[config.mk]
export PLATFORM = sky130hd
export DESIGN_NAME = hlcb_ctrl
export DESIGN_NICKNAME = d
export VERILOG_FILES = /design/src/rtl/hlcb_pkg.sv /design/src/rtl/hlcb_ctrl.sv
export VERILOG_INCLUDE_DIRS = /design/src /design/src/rtl
export SDC_FILE = /design/constraint.sdc
export NUM_CORES = 1
export LEC_CHECK = 0
export ABC_CLOCK_PERIOD_IN_PS = 3720
export BUFFER_PORTS_ARGS = -buffer_cell sky130_fd_sc_hd__clkbuf_2
export CORE_MARGIN = 1.5
export CORE_UTILIZATION = 41
export CTS_CLUSTER_DIAMETER = 40
export CTS_CLUSTER_SIZE = 14
export DETAILED_ROUTE_END_ITERATION = 6
export SLEW_MARGIN = 20
export SYNTH_ARGS = -nofsm -noshare
export SYNTH_HDL_FRONTEND = slang
export SYNTH_SLANG_ARGS = --single-unit
[constraint.sdc]
create_clock -name clk -period 3.72 [get_ports clk]
set_clock_uncertainty 0.1 [all_clocks]
set_input_delay 0 -clock clk [delete_from_list [all_inputs] [get_ports clk]]
set_output_delay 0 -clock clk [all_outputs]
set_load 0.005 [all_outputs]
[src/rtl/huffman_length_and_code_build_macros.svh]
// Assertion shorthands shared by the RTL; clk and rst_n are taken from the enclosing module.
`ifndef HUFFMAN_LENGTH_AND_CODE_BUILD_MACROS_SVH
`define HUFFMAN_LENGTH_AND_CODE_BUILD_MACROS_SVH

// Same-cycle implication, ignored while in reset.
`define HLCB_ASSERT_IMP(name, pre, post, msg) \
    name: assert property (@(posedge clk) disable iff (!rst_n) (pre) |-> (post)) \
        else $error(msg);

// Next-cycle implication, ignored while in reset.
`define HLCB_ASSERT_NXT(name, pre, post, msg) \
    name: assert property (@(posedge clk) disable iff (!rst_n) (pre) |=> (post)) \
        else $error(msg);

`endif

[src/rtl/hlcb_pkg.sv]
package hlcb_pkg;

    localparam int MAX_SYMBOLS = 64;
    localparam int ADDR_W      = $clog2(MAX_SYMBOLS);
    localparam int CNT_W       = ADDR_W + 1;
    localparam int PTR_W       = CNT_W + 1;

    localparam int FREQ_W      = 16;
    localparam int WEIGHT_W    = 22;
    localparam int POS_W       = 6;
    localparam int LEN_W       = 6;
    localparam int CODE_W      = 32;
    localparam int DEPTH_LIMIT = 2 ** LEN_W;

    localparam logic [LEN_W-1:0]        LEN_FILL  = '1;
    localparam logic signed [PTR_W-1:0] PTR_ONE   = PTR_W'(1);
    localparam logic signed [PTR_W-1:0] PTR_TWO   = PTR_W'(2);
    localparam logic signed [PTR_W-1:0] PTR_THREE = PTR_W'(3);

    typedef enum logic [5:0] {
        OP_IDLE,
        OP_LOAD,
        OP_FEW,
        OP_P_INIT,
        OP_P_RD0,
        OP_P_RD1,
        OP_P_WR0,
        OP_P_CHK,
        OP_P1A,
        OP_P1B,
        OP_P1C,
        OP_P1D,
        OP_P2A,
        OP_P2B,
        OP_P2C,
        OP_P2D,
        OP_P2E,
        OP_D_INIT,
        OP_D_CHK,
        OP_D_R0,
        OP_D_R1,
        OP_D_W,
        OP_L_INIT,
        OP_L_CHK,
        OP_L_UI,
        OP_L_UR,
        OP_L_UC,
        OP_L_A,
        OP_L_FILL,
        OP_C_INIT,
        OP_C_0,
        OP_C_CHK,
        OP_C_R,
        OP_C_W,
        OP_E_INIT,
        OP_E_R,
        OP_E_O
    } op_t;

    typedef struct packed {
        op_t  op;
        logic fire;
    } cmd_t;

    typedef struct packed {
        logic close;
        logic count_zero;
        logic out_free;
        logic i_pos;
        logic i_lt_n;
        logic i_nonneg;
        logic match;
        logic avail_more;
        logic depth_go;
        logic next_lt_n;
        logic emit_last;
    } sts_t;

endpackage

[src/rtl/hlcb_ctrl.sv]
`include "huffman_length_and_code_build_macros.svh"

module hlcb_ctrl (
    input  logic          clk,
    input  logic          rst_n,
    input  logic          in_valid,
    output logic          in_ready,
    input  hlcb_pkg::sts_t sts,
    output hlcb_pkg::cmd_t cmd
);
    import hlcb_pkg::*;

    localparam int STATE_W = 36;

    typedef enum logic [STATE_W-1:0] {
        ST_LOAD   = STATE_W'(1) << 0,
        ST_FEW    = STATE_W'(1) << 1,
        ST_P_INIT = STATE_W'(1) << 2,
        ST_P_RD0  = STATE_W'(1) << 3,
        ST_P_RD1  = STATE_W'(1) << 4,
        ST_P_WR0  = STATE_W'(1) << 5,
        ST_P_CHK  = STATE_W'(1) << 6,
        ST_P1A    = STATE_W'(1) << 7,
        ST_P1B    = STATE_W'(1) << 8,
        ST_P1C    = STATE_W'(1) << 9,
        ST_P1D    = STATE_W'(1) << 10,
        ST_P2A    = STATE_W'(1) << 11,
        ST_P2B    = STATE_W'(1) << 12,
        ST_P2C    = STATE_W'(1) << 13,
        ST_P2D    = STATE_W'(1) << 14,
        ST_P2E    = STATE_W'(1) << 15,
        ST_D_INIT = STATE_W'(1) << 16,
        ST_D_CHK  = STATE_W'(1) << 17,
        ST_D_R0   = STATE_W'(1) << 18,
        ST_D_R1   = STATE_W'(1) << 19,
        ST_D_W    = STATE_W'(1) << 20,
        ST_L_INIT = STATE_W'(1) << 21,
        ST_L_CHK  = STATE_W'(1) << 22,
        ST_L_UI   = STATE_W'(1) << 23,
        ST_L_UR   = STATE_W'(1) << 24,
        ST_L_UC   = STATE_W'(1) << 25,
        ST_L_A    = STATE_W'(1) << 26,
        ST_L_FILL = STATE_W'(1) << 27,
        ST_C_INIT = STATE_W'(1) << 28,
        ST_C_0    = STATE_W'(1) << 29,
        ST_C_CHK  = STATE_W'(1) << 30,
        ST_C_R    = STATE_W'(1) << 31,
        ST_C_W    = STATE_W'(1) << 32,
        ST_E_INIT = STATE_W'(1) << 33,
        ST_E_R    = STATE_W'(1) << 34,
        ST_E_O    = STATE_W'(1) << 35
    } state_t;

    state_t state_reg;
    state_t state_next;

    always_ff @(posedge clk or negedge rst_n)
    begin
        if (!rst_n)
        begin
            state_reg <= ST_LOAD;
        end
        else
        begin
            state_reg <= state_next;
        end
    end

    always_comb
    begin
        state_next = state_reg;
        cmd        = '0;
        cmd.op     = OP_IDLE;
        cmd.fire   = 1'b1;
        in_ready   = 1'b0;
        case (state_reg)
            ST_LOAD:
            begin
                in_ready = 1'b1;
                cmd.op   = OP_LOAD;
                cmd.fire = in_valid;
                if (in_valid && sts.close)
                begin
                    state_next = sts.count_zero ? ST_FEW : ST_P_INIT;
                end
            end
            ST_FEW:
            begin
                cmd.op   = OP_FEW;
                cmd.fire = sts.out_free;
                if (sts.out_free)
                begin
                    state_next = ST_LOAD;
                end
            end
            ST_P_INIT: begin cmd.op = OP_P_INIT; state_next = ST_P_RD0; end
            ST_P_RD0:  begin cmd.op = OP_P_RD0;  state_next = ST_P_RD1; end
            ST_P_RD1:  begin cmd.op = OP_P_RD1;  state_next = ST_P_WR0; end
            ST_P_WR0:  begin cmd.op = OP_P_WR0;  state_next = ST_P_CHK; end
            ST_P_CHK:
            begin
                cmd.op     = OP_P_CHK;
                state_next = sts.i_pos ? ST_P1A : ST_D_INIT;
            end
            ST_P1A:    begin cmd.op = OP_P1A;    state_next = ST_P1B;   end
            ST_P1B:    begin cmd.op = OP_P1B;    state_next = ST_P1C;   end
            ST_P1C:    begin cmd.op = OP_P1C;    state_next = ST_P1D;   end
            ST_P1D:    begin cmd.op = OP_P1D;    state_next = ST_P2A;   end
            ST_P2A:    begin cmd.op = OP_P2A;    state_next = ST_P2B;   end
            ST_P2B:    begin cmd.op = OP_P2B;    state_next = ST_P2C;   end
            ST_P2C:    begin cmd.op = OP_P2C;    state_next = ST_P2D;   end
            ST_P2D:    begin cmd.op = OP_P2D;    state_next = ST_P2E;   end
            ST_P2E:    begin cmd.op = OP_P2E;    state_next = ST_P_CHK; end
            ST_D_INIT: begin cmd.op = OP_D_INIT; state_next = ST_D_CHK; end
            ST_D_CHK:
            begin
                cmd.op     = OP_D_CHK;
                state_next = sts.i_lt_n ? ST_D_R0 : ST_L_INIT;
            end
            ST_D_R0:   begin cmd.op = OP_D_R0;   state_next = ST_D_R1;  end
            ST_D_R1:   begin cmd.op = OP_D_R1;   state_next = ST_D_W;   end
            ST_D_W:    begin cmd.op = OP_D_W;    state_next = ST_D_CHK; end
            ST_L_INIT: begin cmd.op = OP_L_INIT; state_next = ST_L_CHK; end
            ST_L_CHK:
            begin
                cmd.op     = OP_L_CHK;
                state_next = sts.depth_go ? ST_L_UI : ST_L_FILL;
            end
            ST_L_UI:   begin cmd.op = OP_L_UI;   state_next = ST_L_UR;  end
            ST_L_UR:   begin cmd.op = OP_L_UR;   state_next = ST_L_UC;  end
            ST_L_UC:
            begin
                cmd.op     = OP_L_UC;
                state_next = sts.match ? ST_L_UR : ST_L_A;
            end
            ST_L_A:
            begin
                cmd.op     = OP_L_A;
                state_next = sts.avail_more ? ST_L_A : ST_L_CHK;
            end
            ST_L_FILL:
            begin
                cmd.op     = OP_L_FILL;
                state_next = sts.next_lt_n ? ST_L_FILL : ST_C_INIT;
            end
            ST_C_INIT: begin cmd.op = OP_C_INIT; state_next = ST_C_0;   end
            ST_C_0:    begin cmd.op = OP_C_0;    state_next = ST_C_CHK; end
            ST_C_CHK:
            begin
                cmd.op     = OP_C_CHK;
                state_next = sts.i_nonneg ? ST_C_R : ST_E_INIT;
            end
            ST_C_R:    begin cmd.op = OP_C_R;    state_next = ST_C_W;   end
            ST_C_W:    begin cmd.op = OP_C_W;    state_next = ST_C_CHK; end
            ST_E_INIT: begin cmd.op = OP_E_INIT; state_next = ST_E_R;   end
            ST_E_R:    begin cmd.op = OP_E_R;    state_next = ST_E_O;   end
            ST_E_O:
            begin
                cmd.op   = OP_E_O;
                cmd.fire = sts.out_free;
                if (sts.out_free)
                begin
                    state_next = sts.emit_last ? ST_LOAD : ST_E_R;
                end
            end
            default:
            begin
                state_next = ST_LOAD;
            end
        endcase
    end

    `HLCB_ASSERT_NXT(a_last_result_reopens, (state_reg == ST_E_O) && sts.out_free && sts.emit_last, in_ready, "set did not reopen after its last result")
    `HLCB_ASSERT_NXT(a_single_symbol_path, (state_reg == ST_LOAD) && in_valid && sts.close && sts.count_zero, (state_reg == ST_FEW), "single symbol set missed the error result")

endmodule

==> reports/summary.txt <==
Combinational family with the most area after synthesis = simple AND/OR/NAND/NOR gates
Ports = 22
Finish-stage setup viols = 0
Synth Area in Compound Gates = 11.1%
Worst setup path endpoint = cmd[2]
PostCTS Resize Cnt = 0
First-pass GRT wire length = 10300 um
Crit Reg-Reg Startpoint = state_reg[25]
CTS tree = yes
Top FF cell, synth = dfrtp_1
Clk sinks = 36
GR Util All Layers = 22.1%
CTS root buf = clkbuf_8
Ranking of synthesized cells by area = dfrtp_1, nor2_1, nor4b_1
Status = finished clean
Netlist area before placement = 0.00232 mm^2
Vias/cell = 6.22
Hold Violations, Final = 0
Vias = 2213
Port Buffer Count = 21
TritonRoute pass-1 iters = 5
Critical Path End Type = output pin
Area after DPL = 0.00246 mm^2
Initial antenna violation count = 0
Maximum vdd drop = 262 uV
Max-Cap Viols = 0
CP Launch Type = flop
Final nets = 297
Design area = 0.00270 mm^2
Distinct cells, synth = 46
Die outline height = 78.2 um
Power Dens Cells = 487 mW/mm^2
Die W = 78.2 um
N_diodes = 0
Hold WC Path Type = in2reg
Fraction of registers with async set/reset = 100%
Synth Register Bits = 36
Final wirelength = 6450 um
Largest net degree at the start of global routing = 37
# H-tree levels = 2
RSZ-0062 raised after global routing = false
Drt first-iter violations = 287
Placed wire-length estimate = 4840 um
Relative slew margins = 40.5%
Area Growth Syn to Fin = 16.6%
Yosys top cell by area = dfrtp_1
CTS Buf Count = 5
GRT overflow = 0
Pins Over Slew Limit = 0
Vias in the first global route = 1954
CP required = 3.62 ns
Post-route ant nets = 0
Final Cycle Share = 88.5%
Initial core utilization = 42.3%
Clk_lat worst skew = 0.29 ns
R2r setup slk = 0.88 ns
Layout cells sized above 1 = 18.0%
Gate Count Post-Synth = 256
FF-to-FF End = state_reg[0]
Synth Area in Simple Gates = 41.0%
Mux share of post-synthesis cell area = 0%
Crit. Startpoint = state_reg[25]
CTS Buffer Depth = 2
Top-area cell type share of the netlist area = 37.8%
Critical path class = reg2out
Static leakage = 1.27 nW
Drc violations = 0
Post-Synth XOR/XNOR Area = 4.54%
Worst slew pin tran = 0.893 ns
Post-Syn Nets = 270
Post-route minimum period = 3.29 ns
Adder-Cell Fraction of Synth Area = 0%
Syn Area/Cell = 9.05 um^2
Synth warn = 0
Rows = 27
Path depth of the worst reg2reg path = 5
Setup TNS Final = 0 ns
RD Place Congestion = 0.965
Largest register FFs = 36
Core area = 0.00547 mm^2
Post-synth EDFFs = 0
CP max FO = 6
Worst path arrival time = 3.19 ns
Total power = 1.32 mW
Fmax = 304 MHz
Total die area = 0.00611 mm^2
Drt wl/cell = 18.1 um
Register area share after synthesis = 38.9%
Worst-path clk slew = 0.07 ns
## critical path, stage by stage, from the launching register on
cell      delay, ns
dfrtp_1        0.43
or4_1          0.69
nor4_2         0.58
nand3_1        0.24
o41ai_1        0.56
nor4b_1        0.15
nand4_1        0.13
clkbuf_2       0.13
## through the flow
| stage | hold slack [ns] | std cells | util (%) | worst slack [ns] |
|---|---|---|---|---|
| floorplan | -0.396 | 256 | - | 1.22 |
| global placement | 0.0770 | 337 | 45.0 | 0.755 |
| detailed placement | 0.0719 | 337 | 45.0 | 0.741 |
| CTS | 0.105 | 356 | 49.4 | 0.434 |
| global route | 0.151 | 356 | 49.4 | 0.166 |
| finish | 0.110 | 356 | 49.4 | 0.427 |
## cell usage after synthesis, drive strengths merged (3+ instances only)
cell,count
nor3,15
nand4,13
and2,4
and4b,5
xnor2,8
nor4b,11
xor2,4
nand4b,3
nor2,32
or4b,4
nand3,6
a21oi,3
or4,12
and3,5
nand2,10
buf,3
a32o,3
o21ai,9
clkbuf,11
nor2b,3
inv,11
a221oi,3
dfrtp,35
nor4,16
nand3b,3
## layer usage
| metal | share of wire, % | up-vias | wire (um) | GRT usage [%] |
|---|---|---|---|---|
| li1 | - | 1043 | - | - |
| met1 | 47 | 1062 | 3010 | 31.7 |
| met2 | 45 | 96 | 2890 | 33.2 |
| met3 | 6.7 | 12 | 429 | 4.65 |
| met4 | 1.7 | 0 | 112 | 6.61 |
| met5 | 0 | - | 0 | 0 |
## logic make-up (layout without fill, tap and decap cells)
kind of cell              Yosys count  after routing
and+or+nand+nor                   148            148
DFF                                36             36
AOI/OAI and AO/OA                  35             35
buffers and inverters              25             53
xor gates and xnor gates           12             12
## cells in the final DEF (no fill, tap or decap), drive strengths merged, types with 4 or more instances in the layout
cell	synthesis	final
dfrtp	35	35
nor3	15	15
xor2	4	4
xnor2	8	8
nand4	13	13
and4b	5	5
nor4	16	16
and2	4	4
o21ai	9	9
or4	12	12
inv	11	11
dlygate4sd3	0	11
nor4b	11	11
or4b	4	4
nand3	6	6
nand2	10	10
and3	5	5
clkbuf	11	28
nor2	32	32
## worst min path at each step
stage	start	cells after the start	endpoint	slack [ns]
after CTS	in_valid	4	state_reg[2]	0.10
final	in_valid	4	state_reg[2]	0.11
after floorplan	rst_n	0	state_reg[10]	-0.40
after global placement	rst_n	1	state_reg[7]	0.08
after detailed placement	rst_n	1	state_reg[5]	0.07
after global routing	sts[10]	4	state_reg[0]	0.15
## power breakdown
group          switching, mW  total [mW]  internal [mW]
Combinational          0.287       0.481          0.194
Sequential            0.0401       0.455          0.415
Clock                  0.143       0.380          0.237
Total                  0.471        1.32          0.846
## area by class of cell
type,count,area (um^2)
clock buffers,7,96.3
inverters,11,41.3
fillers,537,2770
well taps,72,90.1
flip-flops and latches,36,902
clock inverters,1,30.0
repair buffers,34,230
multi-input cells,195,1310
## repair_timing
action | 4_1_cts | 5_1_grt
hold buffers | 11 | 0
hold endpoints to repair | 50 | 0
setup buffers | 0 | 0
Note: power is estimated with default switching activity, not from simulation.
