[config.mk]
export PLATFORM = sky130hd
export DESIGN_NAME = hlcb_datapath
export DESIGN_NICKNAME = d
export VERILOG_FILES = /design/src/rtl/hlcb_pkg.sv /design/src/rtl/hlcb_datapath.sv
export VERILOG_INCLUDE_DIRS = /design/src /design/src/rtl
export SDC_FILE = /design/constraint.sdc
export NUM_CORES = 2
export LEC_CHECK = 0
export ABC_AREA = 1
export ABC_CLOCK_PERIOD_IN_PS = 8510
export BUFFER_PORTS_ARGS = -buffer_cell sky130_fd_sc_hd__buf_4
export CELL_PAD_IN_SITES_DETAIL_PLACEMENT = 0
export CELL_PAD_IN_SITES_GLOBAL_PLACEMENT = 1
export CORE_UTILIZATION = 51
export CTS_CLUSTER_SIZE = 8
export DETAILED_ROUTE_END_ITERATION = 10
export PLACE_DENSITY_LB_ADDON = 0.1
export SYNTH_ARGS = -nofsm -noshare
export SYNTH_HDL_FRONTEND = slang
export SYNTH_SLANG_ARGS = --single-unit
[constraint.sdc]
create_clock -name clk -period 8.51 [get_ports clk]
set_input_delay 1.702 -clock clk [delete_from_list [all_inputs] [get_ports clk]]
set_output_delay 1.702 -clock clk [all_outputs]
set_load 0.1 [all_outputs]
[src/rtl/huffman_length_and_code_build_macros.svh]
// Assertion shorthands shared by the RTL; clk and rst_n are taken from the enclosing module.
`ifndef HUFFMAN_LENGTH_AND_CODE_BUILD_MACROS_SVH
`define HUFFMAN_LENGTH_AND_CODE_BUILD_MACROS_SVH

// Same-cycle implication, ignored while in reset.
`define HLCB_ASSERT_IMP(name, pre, post, msg) \
    name: assert property (@(posedge clk) disable iff (!rst_n) (pre) |-> (post)) \
        else $error(msg);

// Next-cycle implication, ignored while in reset.
`define HLCB_ASSERT_NXT(name, pre, post, msg) \
    name: assert property (@(posedge clk) disable iff (!rst_n) (pre) |=> (post)) \
        else $error(msg);

`endif

[src/rtl/hlcb_pkg.sv]
package hlcb_pkg;

    localparam int MAX_SYMBOLS = 64;
    localparam int ADDR_W      = $clog2(MAX_SYMBOLS);
    localparam int CNT_W       = ADDR_W + 1;
    localparam int PTR_W       = CNT_W + 1;

    localparam int FREQ_W      = 16;
    localparam int WEIGHT_W    = 22;
    localparam int POS_W       = 6;
    localparam int LEN_W       = 6;
    localparam int CODE_W      = 32;
    localparam int DEPTH_LIMIT = 2 ** LEN_W;

    localparam logic [LEN_W-1:0]        LEN_FILL  = '1;
    localparam logic signed [PTR_W-1:0] PTR_ONE   = PTR_W'(1);
    localparam logic signed [PTR_W-1:0] PTR_TWO   = PTR_W'(2);
    localparam logic signed [PTR_W-1:0] PTR_THREE = PTR_W'(3);

    typedef enum logic [5:0] {
        OP_IDLE,
        OP_LOAD,
        OP_FEW,
        OP_P_INIT,
        OP_P_RD0,
        OP_P_RD1,
        OP_P_WR0,
        OP_P_CHK,
        OP_P1A,
        OP_P1B,
        OP_P1C,
        OP_P1D,
        OP_P2A,
        OP_P2B,
        OP_P2C,
        OP_P2D,
        OP_P2E,
        OP_D_INIT,
        OP_D_CHK,
        OP_D_R0,
        OP_D_R1,
        OP_D_W,
        OP_L_INIT,
        OP_L_CHK,
        OP_L_UI,
        OP_L_UR,
        OP_L_UC,
        OP_L_A,
        OP_L_FILL,
        OP_C_INIT,
        OP_C_0,
        OP_C_CHK,
        OP_C_R,
        OP_C_W,
        OP_E_INIT,
        OP_E_R,
        OP_E_O
    } op_t;

    typedef struct packed {
        op_t  op;
        logic fire;
    } cmd_t;

    typedef struct packed {
        logic close;
        logic count_zero;
        logic out_free;
        logic i_pos;
        logic i_lt_n;
        logic i_nonneg;
        logic match;
        logic avail_more;
        logic depth_go;
        logic next_lt_n;
        logic emit_last;
    } sts_t;

endpackage

[src/rtl/hlcb_datapath.sv]
`include "huffman_length_and_code_build_macros.svh"

module hlcb_datapath (
    input  logic                          clk,
    input  logic                          rst_n,
    input  hlcb_pkg::cmd_t                cmd,
    output hlcb_pkg::sts_t                sts,
    input  logic [hlcb_pkg::FREQ_W-1:0]   frequency,
    input  logic                          last_item,
    output logic                          out_valid,
    input  logic                          out_ready,
    output logic [hlcb_pkg::POS_W-1:0]    position,
    output logic [hlcb_pkg::LEN_W-1:0]    code_length,
    output logic [hlcb_pkg::CODE_W-1:0]   code_word,
    output logic                          too_few,
    output logic                          last_result
);
    import hlcb_pkg::*;

    logic [WEIGHT_W-1:0] w_mem [MAX_SYMBOLS];
    logic [LEN_W-1:0]    l_mem [MAX_SYMBOLS];
    logic [CODE_W-1:0]   c_mem [MAX_SYMBOLS];

    logic                w_we;
    logic [ADDR_W-1:0]   w_wa;
    logic [ADDR_W-1:0]   w_ra;
    logic [WEIGHT_W-1:0] w_wd;
    logic [WEIGHT_W-1:0] w_rd_reg;
    logic                l_we;
    logic [ADDR_W-1:0]   l_wa;
    logic [ADDR_W-1:0]   l_ra;
    logic [LEN_W-1:0]    l_wd;
    logic [LEN_W-1:0]    l_rd_reg;
    logic                c_we;
    logic [ADDR_W-1:0]   c_addr;
    logic [CODE_W-1:0]   c_wd;
    logic [CODE_W-1:0]   c_rd_reg;

    logic [CNT_W-1:0]        cnt_reg,   cnt_next;
    logic [CNT_W-1:0]        n_reg,     n_next;
    logic signed [PTR_W-1:0] i_reg,     i_next;
    logic signed [PTR_W-1:0] root_reg,  root_next;
    logic signed [PTR_W-1:0] leaf_reg,  leaf_next;
    logic [WEIGHT_W-1:0]     a_reg,     a_next;
    logic [WEIGHT_W-1:0]     b_reg,     b_next;
    logic                    flag_reg,  flag_next;
    logic [CNT_W-1:0]        used_reg,  used_next;
    logic [CNT_W:0]          avail_reg, avail_next;
    logic [LEN_W:0]          depth_reg, depth_next;
    logic [CNT_W-1:0]        next_reg,  next_next;
    logic [LEN_W-1:0]        bits_reg,  bits_next;
    // Code walk runs at full width so the right shift pulls in the bits above the output word.
    logic [2*CODE_W-1:0]     code_reg,  code_next;

    logic                out_valid_reg, out_valid_next;
    logic [POS_W-1:0]    pos_reg,  pos_next;
    logic [LEN_W-1:0]    len_reg,  len_next;
    logic [CODE_W-1:0]   word_reg, word_next;
    logic                few_reg,  few_next;
    logic                last_reg, last_next;

    logic signed [PTR_W-1:0] n_ptr;
    logic [CNT_W-1:0]        n_less;
    logic                    leaf_neg;
    logic                    cond1;
    logic                    cond2;
    logic [LEN_W-1:0]        sh;
    logic [2*CODE_W-1:0]     code_sum;
    logic                    out_load;
    logic                    out_free;

    assign n_ptr    = $signed({1'b0, n_reg});
    assign n_less   = n_reg - CNT_W'(1);
    assign leaf_neg = leaf_reg[PTR_W-1];
    assign cond1    = leaf_neg || (a_reg < w_rd_reg);
    assign cond2    = leaf_neg || ((root_reg > i_reg) && (a_reg < b_reg));
    assign sh       = (bits_reg >= l_rd_reg) ? (bits_reg - l_rd_reg) : '0;
    assign code_sum = code_reg + (2 * CODE_W)'(1);
    assign out_free = !out_valid_reg || out_ready;
    assign c_addr   = i_reg[ADDR_W-1:0];

    assign sts.close      = last_item || (cnt_reg == CNT_W'(MAX_SYMBOLS - 1));
    assign sts.count_zero = (cnt_reg == '0);
    assign sts.out_free   = out_free;
    assign sts.i_pos      = !i_reg[PTR_W-1] && (i_reg != '0);
    assign sts.i_lt_n     = (i_reg < n_ptr);
    assign sts.i_nonneg   = !i_reg[PTR_W-1];
    assign sts.match      = (root_reg < n_ptr) && (w_rd_reg == WEIGHT_W'(depth_reg));
    assign sts.avail_more = (avail_reg > (CNT_W + 1)'(used_reg));
    assign sts.depth_go   = (avail_reg != '0) && (depth_reg < (LEN_W + 1)'(DEPTH_LIMIT));
    assign sts.next_lt_n  = (next_reg < n_reg);
    assign sts.emit_last  = (i_reg == (n_ptr - PTR_ONE));

    always_comb
    begin
        w_we       = 1'b0;
        w_wa       = i_reg[ADDR_W-1:0];
        w_wd       = '0;
        w_ra       = i_reg[ADDR_W-1:0];
        l_we       = 1'b0;
        l_wa       = next_reg[ADDR_W-1:0];
        l_wd       = '0;
        l_ra       = i_reg[ADDR_W-1:0];
        c_we       = 1'b0;
        c_wd       = '0;
        cnt_next   = cnt_reg;
        n_next     = n_reg;
        i_next     = i_reg;
        root_next  = root_reg;
        leaf_next  = leaf_reg;
        a_next     = a_reg;
        b_next     = b_reg;
        flag_next  = flag_reg;
        used_next  = used_reg;
        avail_next = avail_reg;
        depth_next = depth_reg;
        next_next  = next_reg;
        bits_next  = bits_reg;
        code_next  = code_reg;
        out_load   = 1'b0;
        pos_next   = '0;
        len_next   = '0;
        word_next  = '0;
        few_next   = 1'b0;
        last_next  = 1'b0;
        if (cmd.fire)
        begin
            case (cmd.op)
                OP_IDLE:
                begin
                end
                OP_LOAD:
                begin
                    w_we = 1'b1;
                    w_wa = cnt_reg[ADDR_W-1:0];
                    w_wd = WEIGHT_W'(frequency);
                    if (sts.close)
                    begin
                        cnt_next = '0;
                        n_next   = cnt_reg + CNT_W'(1);
                    end
                    else
                    begin
                        cnt_next = cnt_reg + CNT_W'(1);
                    end
                end
                OP_FEW:
                begin
                    out_load  = 1'b1;
                    few_next  = 1'b1;
                    last_next = 1'b1;
                end
                OP_P_INIT:
                begin
                    root_next = n_ptr - PTR_ONE;
                    leaf_next = n_ptr - PTR_THREE;
                    i_next    = n_ptr - PTR_TWO;
                end
                OP_P_RD0:
                begin
                    w_ra = root_reg[ADDR_W-1:0];
                end
                OP_P_RD1:
                begin
                    a_next = w_rd_reg;
                end
                OP_P_WR0:
                begin
                    w_we = 1'b1;
                    w_wa = root_reg[ADDR_W-1:0];
                    w_wd = a_reg + w_rd_reg;
                end
                OP_P_CHK:
                begin
                end
                OP_P1A, OP_P2A:
                begin
                    w_ra = root_reg[ADDR_W-1:0];
                end
                OP_P1B, OP_P2B:
                begin
                    w_ra   = leaf_reg[ADDR_W-1:0];
                    a_next = w_rd_reg;
                end
                OP_P1C:
                begin
                    flag_next = cond1;
                    w_we      = 1'b1;
                    w_wd      = cond1 ? a_reg : w_rd_reg;
                end
                OP_P2C:
                begin
                    b_next = w_rd_reg;
                end
                OP_P2D:
                begin
                    flag_next = cond2;
                    w_we      = 1'b1;
                    w_wd      = w_rd_reg + (cond2 ? a_reg : b_reg);
                end
                OP_P1D, OP_P2E:
                begin
                    if (flag_reg)
                    begin
                        w_we      = 1'b1;
                        w_wa      = root_reg[ADDR_W-1:0];
                        w_wd      = WEIGHT_W'(i_reg[ADDR_W-1:0]);
                        root_next = root_reg - PTR_ONE;
                    end
                    else
                    begin
                        leaf_next = leaf_reg - PTR_ONE;
                    end
                    if (cmd.op == OP_P2E)
                    begin
                        i_next = i_reg - PTR_ONE;
                    end
                end
                OP_D_INIT:
                begin
                    w_we   = 1'b1;
                    w_wa   = ADDR_W'(1);
                    w_wd   = '0;
                    i_next = PTR_TWO;
                end
                OP_D_CHK, OP_D_R0:
                begin
                end
                OP_D_R1:
                begin
                    w_ra   = w_rd_reg[ADDR_W-1:0];
                    a_next = w_rd_reg;
                end
                OP_D_W:
                begin
                    w_we   = 1'b1;
                    w_wd   = (a_reg < WEIGHT_W'(i_reg[ADDR_W-1:0]))
                             ? (w_rd_reg + WEIGHT_W'(1)) : '0;
                    i_next = i_reg + PTR_ONE;
                end
                OP_L_INIT:
                begin
                    avail_next = (CNT_W + 1)'(1);
                    next_next  = '0;
                    depth_next = '0;
                    root_next  = PTR_ONE;
                end
                OP_L_CHK:
                begin
                end
                OP_L_UI:
                begin
                    used_next = '0;
                end
                OP_L_UR:
                begin
                    w_ra = root_reg[ADDR_W-1:0];
                end
                OP_L_UC:
                begin
                    if (sts.match)
                    begin
                        used_next = used_reg + CNT_W'(1);
                        root_next = root_reg + PTR_ONE;
                    end
                end
                OP_L_A:
                begin
                    if (sts.avail_more)
                    begin
                        if (sts.next_lt_n)
                        begin
                            l_we      = 1'b1;
                            l_wd      = depth_reg[LEN_W-1:0];
                            next_next = next_reg + CNT_W'(1);
                        end
                        avail_next = avail_reg - (CNT_W + 1)'(1);
                    end
                    else
                    begin
                        avail_next = {used_reg, 1'b0};
                        depth_next = depth_reg + (LEN_W + 1)'(1);
                    end
                end
                OP_L_FILL:
                begin
                    if (sts.next_lt_n)
                    begin
                        l_we      = 1'b1;
                        l_wd      = LEN_FILL;
                        next_next = next_reg + CNT_W'(1);
                    end
                end
                OP_C_INIT:
                begin
                    l_ra   = n_less[ADDR_W-1:0];
                    i_next = n_ptr - PTR_ONE;
                end
                OP_C_0:
                begin
                    bits_next = l_rd_reg;
                    code_next = '0;
                    c_we      = 1'b1;
                    c_wd      = '0;
                    i_next    = i_reg - PTR_ONE;
                end
                OP_C_CHK:
                begin
                end
                OP_C_R:
                begin
                    // Shift now, add one in the next cycle.
                    code_next = code_reg >> sh;
                end
                OP_C_W:
                begin
                    code_next = code_sum;
                    bits_next = l_rd_reg;
                    c_we      = 1'b1;
                    c_wd      = code_sum[CODE_W-1:0];
                    i_next    = i_reg - PTR_ONE;
                end
                OP_E_INIT:
                begin
                    i_next = '0;
                end
                OP_E_R:
                begin
                end
                OP_E_O:
                begin
                    out_load  = 1'b1;
                    pos_next  = POS_W'(i_reg[ADDR_W-1:0]);
                    len_next  = l_rd_reg;
                    word_next = c_rd_reg;
                    last_next = sts.emit_last;
                    i_next    = i_reg + PTR_ONE;
                end
                default:
                begin
                end
            endcase
        end
    end

    assign out_valid_next = out_load ? 1'b1 : (out_ready ? 1'b0 : out_valid_reg);

    always_ff @(posedge clk)
    begin
        if (w_we)
        begin
            w_mem[w_wa] <= w_wd;
        end
        w_rd_reg <= w_mem[w_ra];
        if (l_we)
        begin
            l_mem[l_wa] <= l_wd;
        end
        l_rd_reg <= l_mem[l_ra];
        if (c_we)
        begin
            c_mem[c_addr] <= c_wd;
        end
        c_rd_reg <= c_mem[c_addr];
        if (out_load)
        begin
            pos_reg  <= pos_next;
            len_reg  <= len_next;
            word_reg <= word_next;
            few_reg  <= few_next;
            last_reg <= last_next;
        end
        a_reg    <= a_next;
        b_reg    <= b_next;
        bits_reg <= bits_next;
        code_reg <= code_next;
        n_reg    <= n_next;
    end

    always_ff @(posedge clk or negedge rst_n)
    begin
        if (!rst_n)
        begin
            cnt_reg       <= '0;
            i_reg         <= '0;
            root_reg      <= '0;
            leaf_reg      <= '0;
            flag_reg      <= 1'b0;
            used_reg      <= '0;
            avail_reg     <= '0;
            depth_reg     <= '0;
            next_reg      <= '0;
            out_valid_reg <= 1'b0;
        end
        else
        begin
            cnt_reg       <= cnt_next;
            i_reg         <= i_next;
            root_reg      <= root_next;
            leaf_reg      <= leaf_next;
            flag_reg      <= flag_next;
            used_reg      <= used_next;
            avail_reg     <= avail_next;
            depth_reg     <= depth_next;
            next_reg      <= next_next;
            out_valid_reg <= out_valid_next;
        end
    end

    assign out_valid   = out_valid_reg;
    assign position    = pos_reg;
    assign code_length = len_reg;
    assign code_word   = word_reg;
    assign too_few     = few_reg;
    assign last_result = last_reg;

    `HLCB_ASSERT_NXT(a_close_clears_count,
        cmd.fire && (cmd.op == OP_LOAD) && sts.close, (cnt_reg == '0),
        "fill count not cleared when the set closed")
    `HLCB_ASSERT_IMP(a_leaf_floor,
        (cmd.op == OP_P1A) || (cmd.op == OP_P2A), !leaf_reg[PTR_W-1] || (leaf_reg == '1),
        "leaf cursor ran below the store")
    `HLCB_ASSERT_IMP(a_next_bound,
        (cmd.op == OP_L_A) || (cmd.op == OP_L_FILL), (next_reg <= n_reg),
        "length cursor passed the set size")
    `HLCB_ASSERT_IMP(a_no_overwrite,
        out_load, !out_valid_reg || out_ready,
        "result register overwritten before it was taken")

endmodule

==> out/qor.yml <==
status: "complete, no violations"
grt_usage: 0.3189
regArea_um2: 123100
cts_root_buf: "clkbuf_16"
cts_made_buffers: 589
hold_start: "l_rd_reg[5]"
hold_depth: 0
gp_congestion: 0.9277
tns_ps: 0
end_kind: "register"
seq_area_frac_synth: 0.7024
largest_reg_flops: 2048
cts_buffer_depth: 4
num-nets-final: 15020
rr_worst_depth: 23
final_cell_mix: "4007 x edfxtp_1, 2737 x nand2_1, 2033 x nand3_1, 1295 x inv_1, 597 x clkbuf_16"
skew_ps: 89.52
pre_cts_ws_ps: 1571
layout.cells.non_filler: 19620
synth-seq-cells: 4129
vias: 119900
synth_nets: 14830
grt_antenna_before_repair: 22
timing_worst_slew_pin_value_ps: 1390
clk_latency_ps: 1070
min_path_type: "reg -> reg"
htreeDepth: 6
dp.cells: 18800
final.period_utilization: 0.7681
multi_input_comb_area_um2: 44990
dr.pass1.iters: 6
leakagePower_nw: 76.31
viasPerCell: 6.111
setup_viol_count_final: 0
overflow: 0
coreArea_um2: 340900
cts_tree: "built"
crit_fanout: 64
crit_arrival_ps: 7170
io_buffers: 84
reg2reg_slack_ps: 1970
synth_area_leaders: "edfxtp_1 69%, nand2_1 5.9%, nand3_1 5.8%"
ys.warnings.count: 0
async_flop_share: 0.01502
powerDensity_nw_per_um2: 291.4
synth_cell_types: 59
slew_violations: 0
r2r_start: "i_reg[1]"
cp_data_required_time_ps: 9140
max_freq_mhz: 153.0
drt_iter0_markers: 13690
post-route-util: 0.5838
hold_viol_final: 0
hpwl_um: 321500
cts.sinks: 4129
die_y_um: 588.2
syn_inst: 14660
die_w_um: 588.2
synth_area_um2: 175200
yosys.area.top_type: "edfxtp_1"
maxCapViolations: 0
boundaryPins: 85
rsz0062_at_grt: "false"
grt_pass1_vias: 116200
syn_avg_cell_area_um2: 11.95
drive_gt1_frac: 0.09094
clk_pin_slew_ps: 50
synth_top_flop_cell: "edfxtp_1"
drtAntennaViolNets: 0
largestRegisters: "c_mem: 2048 flops, w_mem: 1408 flops, l_mem: 384 flops"
fin_ws_ps: 1973
netlist.area_leader.share: 0.6867
ctsResizeCount: 0
crit_start: "i_reg[1]"
dieArea_um2: 345900
worstSetupPathType: "reg -> reg"
layout_commonest_cell: "edfxtp_1"
grt_pass1_wl_um: 810300
syn2layout_area_growth_pct: 13.56
start_util: 0.5141
top_register: "c_mem"
rows: 214
cts_setup_buffers: 0
max-vdd-ir-drop_uv: 240.8
post_drt_wl_per_cell_um: 28.56
min_period_ps: 6537
wl_um: 560300
drcViolationCount: 0
slew_headroom: 0.07141
startpoint_type: "register"
hold_buffers: 0
grt_max_degree: 193
synth_edf_count: 4007
n_fill_cell: 27220
[worst max-delay path, stage by stage, from the launching register on]
cell,delay (ps)
dfrtp_1,580
clkinv_1,540
ha_1,510
a21oi_1,70
o21ai_0,210
nand2_1,100
nand2_1,70
nand2_1,40
nand2_1,80
nand3_1,120
nand2_1,510
a21oi_1,180
ha_1,280
fa_1,490
nand3_1,100
nand3_1,190
a21oi_1,230
o21ai_0,230
a21oi_1,260
or2_2,140
nand3_1,70
nand3_1,100
nand2_1,70
inv_2,860
[report_power, final]
part | switching [mW] | internal, mW | total (mW)
clock | 8.57 | 12.7 | 21.3
combinational | 10.4 | 3.56 | 14.0
sequential | 0.320 | 22.4 | 22.7
total | 19.3 | 38.7 | 58.0
[kinds of logic (layout without fill, tap and decap cells)]
kind of cell | count (synthesis) | after routing | synth area share
compound gates | 1650 | 1650 | 0.06313
xor+xnor | 54 | 54 | 0.002699
fa+ha+maj | 141 | 141 | 0.01024
buf+inv | 2150 | 2568 | 0.04867
flops | 4129 | 4129 | 0.7024
other cells | 0 | 8 | 0
simple gates | 6534 | 6534 | 0.1729
[path summary, 6_finish.rpt]
check / to
setup / recovery: w_mem[28][14]
hold / removal: bits_reg[5]
setup reg to reg: w_mem[28][14]
hold reg to reg: bits_reg[5]
max in group asynchronous: cnt_reg[0]
min in group asynchronous: avail_reg[3]
[cell usage after synthesis, types with 5 or more instances]
library cell	n
o31ai_1	5
clkbuf_1	505
a31oi_1	13
buf_1	80
o211ai_1	128
ha_1	137
dfxtp_1	60
a22oi_1	311
inv_1	1306
nand3b_1	531
buf_4	40
a21oi_1	248
o21bai_1	11
xnor2_1	6
inv_2	19
a211oi_1	8
a22o_1	151
edfxtp_1	4007
or2_2	45
nor2_2	7
buf_6	13
a221oi_1	238
o22ai_1	24
clkinv_1	19
nand3_1	2039
nor4_1	31
dfrtp_1	62
nand4_1	328
o21a_1	7
xor2_1	48
o21ai_2	5
buf_2	168
o21ai_0	459
a21o_1	9
o221ai_1	6
nor3_1	75
nor2_1	715
o21ai_1	11
nand2_1	2743
[routing by layer]
metal | up-vias | track usage | share of wire
met4 | 12 | 0.1165 | 0.038
met5 | - | 0 | 0.00014
met2 | 5810 | 0.5172 | 0.47
met3 | 987 | 0.05162 | 0.085
li1 | 53100 | - | -
met1 | 59990 | 0.4365 | 0.40
[per-stage QoR]
step / hold slack [ps] / total power, mW / instance area (um^2)
after detailed placement: 423.1 / 36.83 / 182400
final: 431.3 / 57.98 / 199000
after floorplan: 408.2 / 31.67 / 175200
after global routing: 439.4 / 60.01 / 199000
after CTS: 430.1 / 58.00 / 199000
after global placement: 427.7 / 36.77 / 182400
[area by class of cell]
class	instances	area share
diodes	8	0.0001006
clock buffers	759	0.07813
clock inverters	56	0.005150
inverters	1344	0.02579
multi-input cells	8379	0.2261
flip-flops and latches	4129	0.6185
well taps	4536	0.02852
repair buffers	409	0.01769
Power figures use the tool's default switching activity.
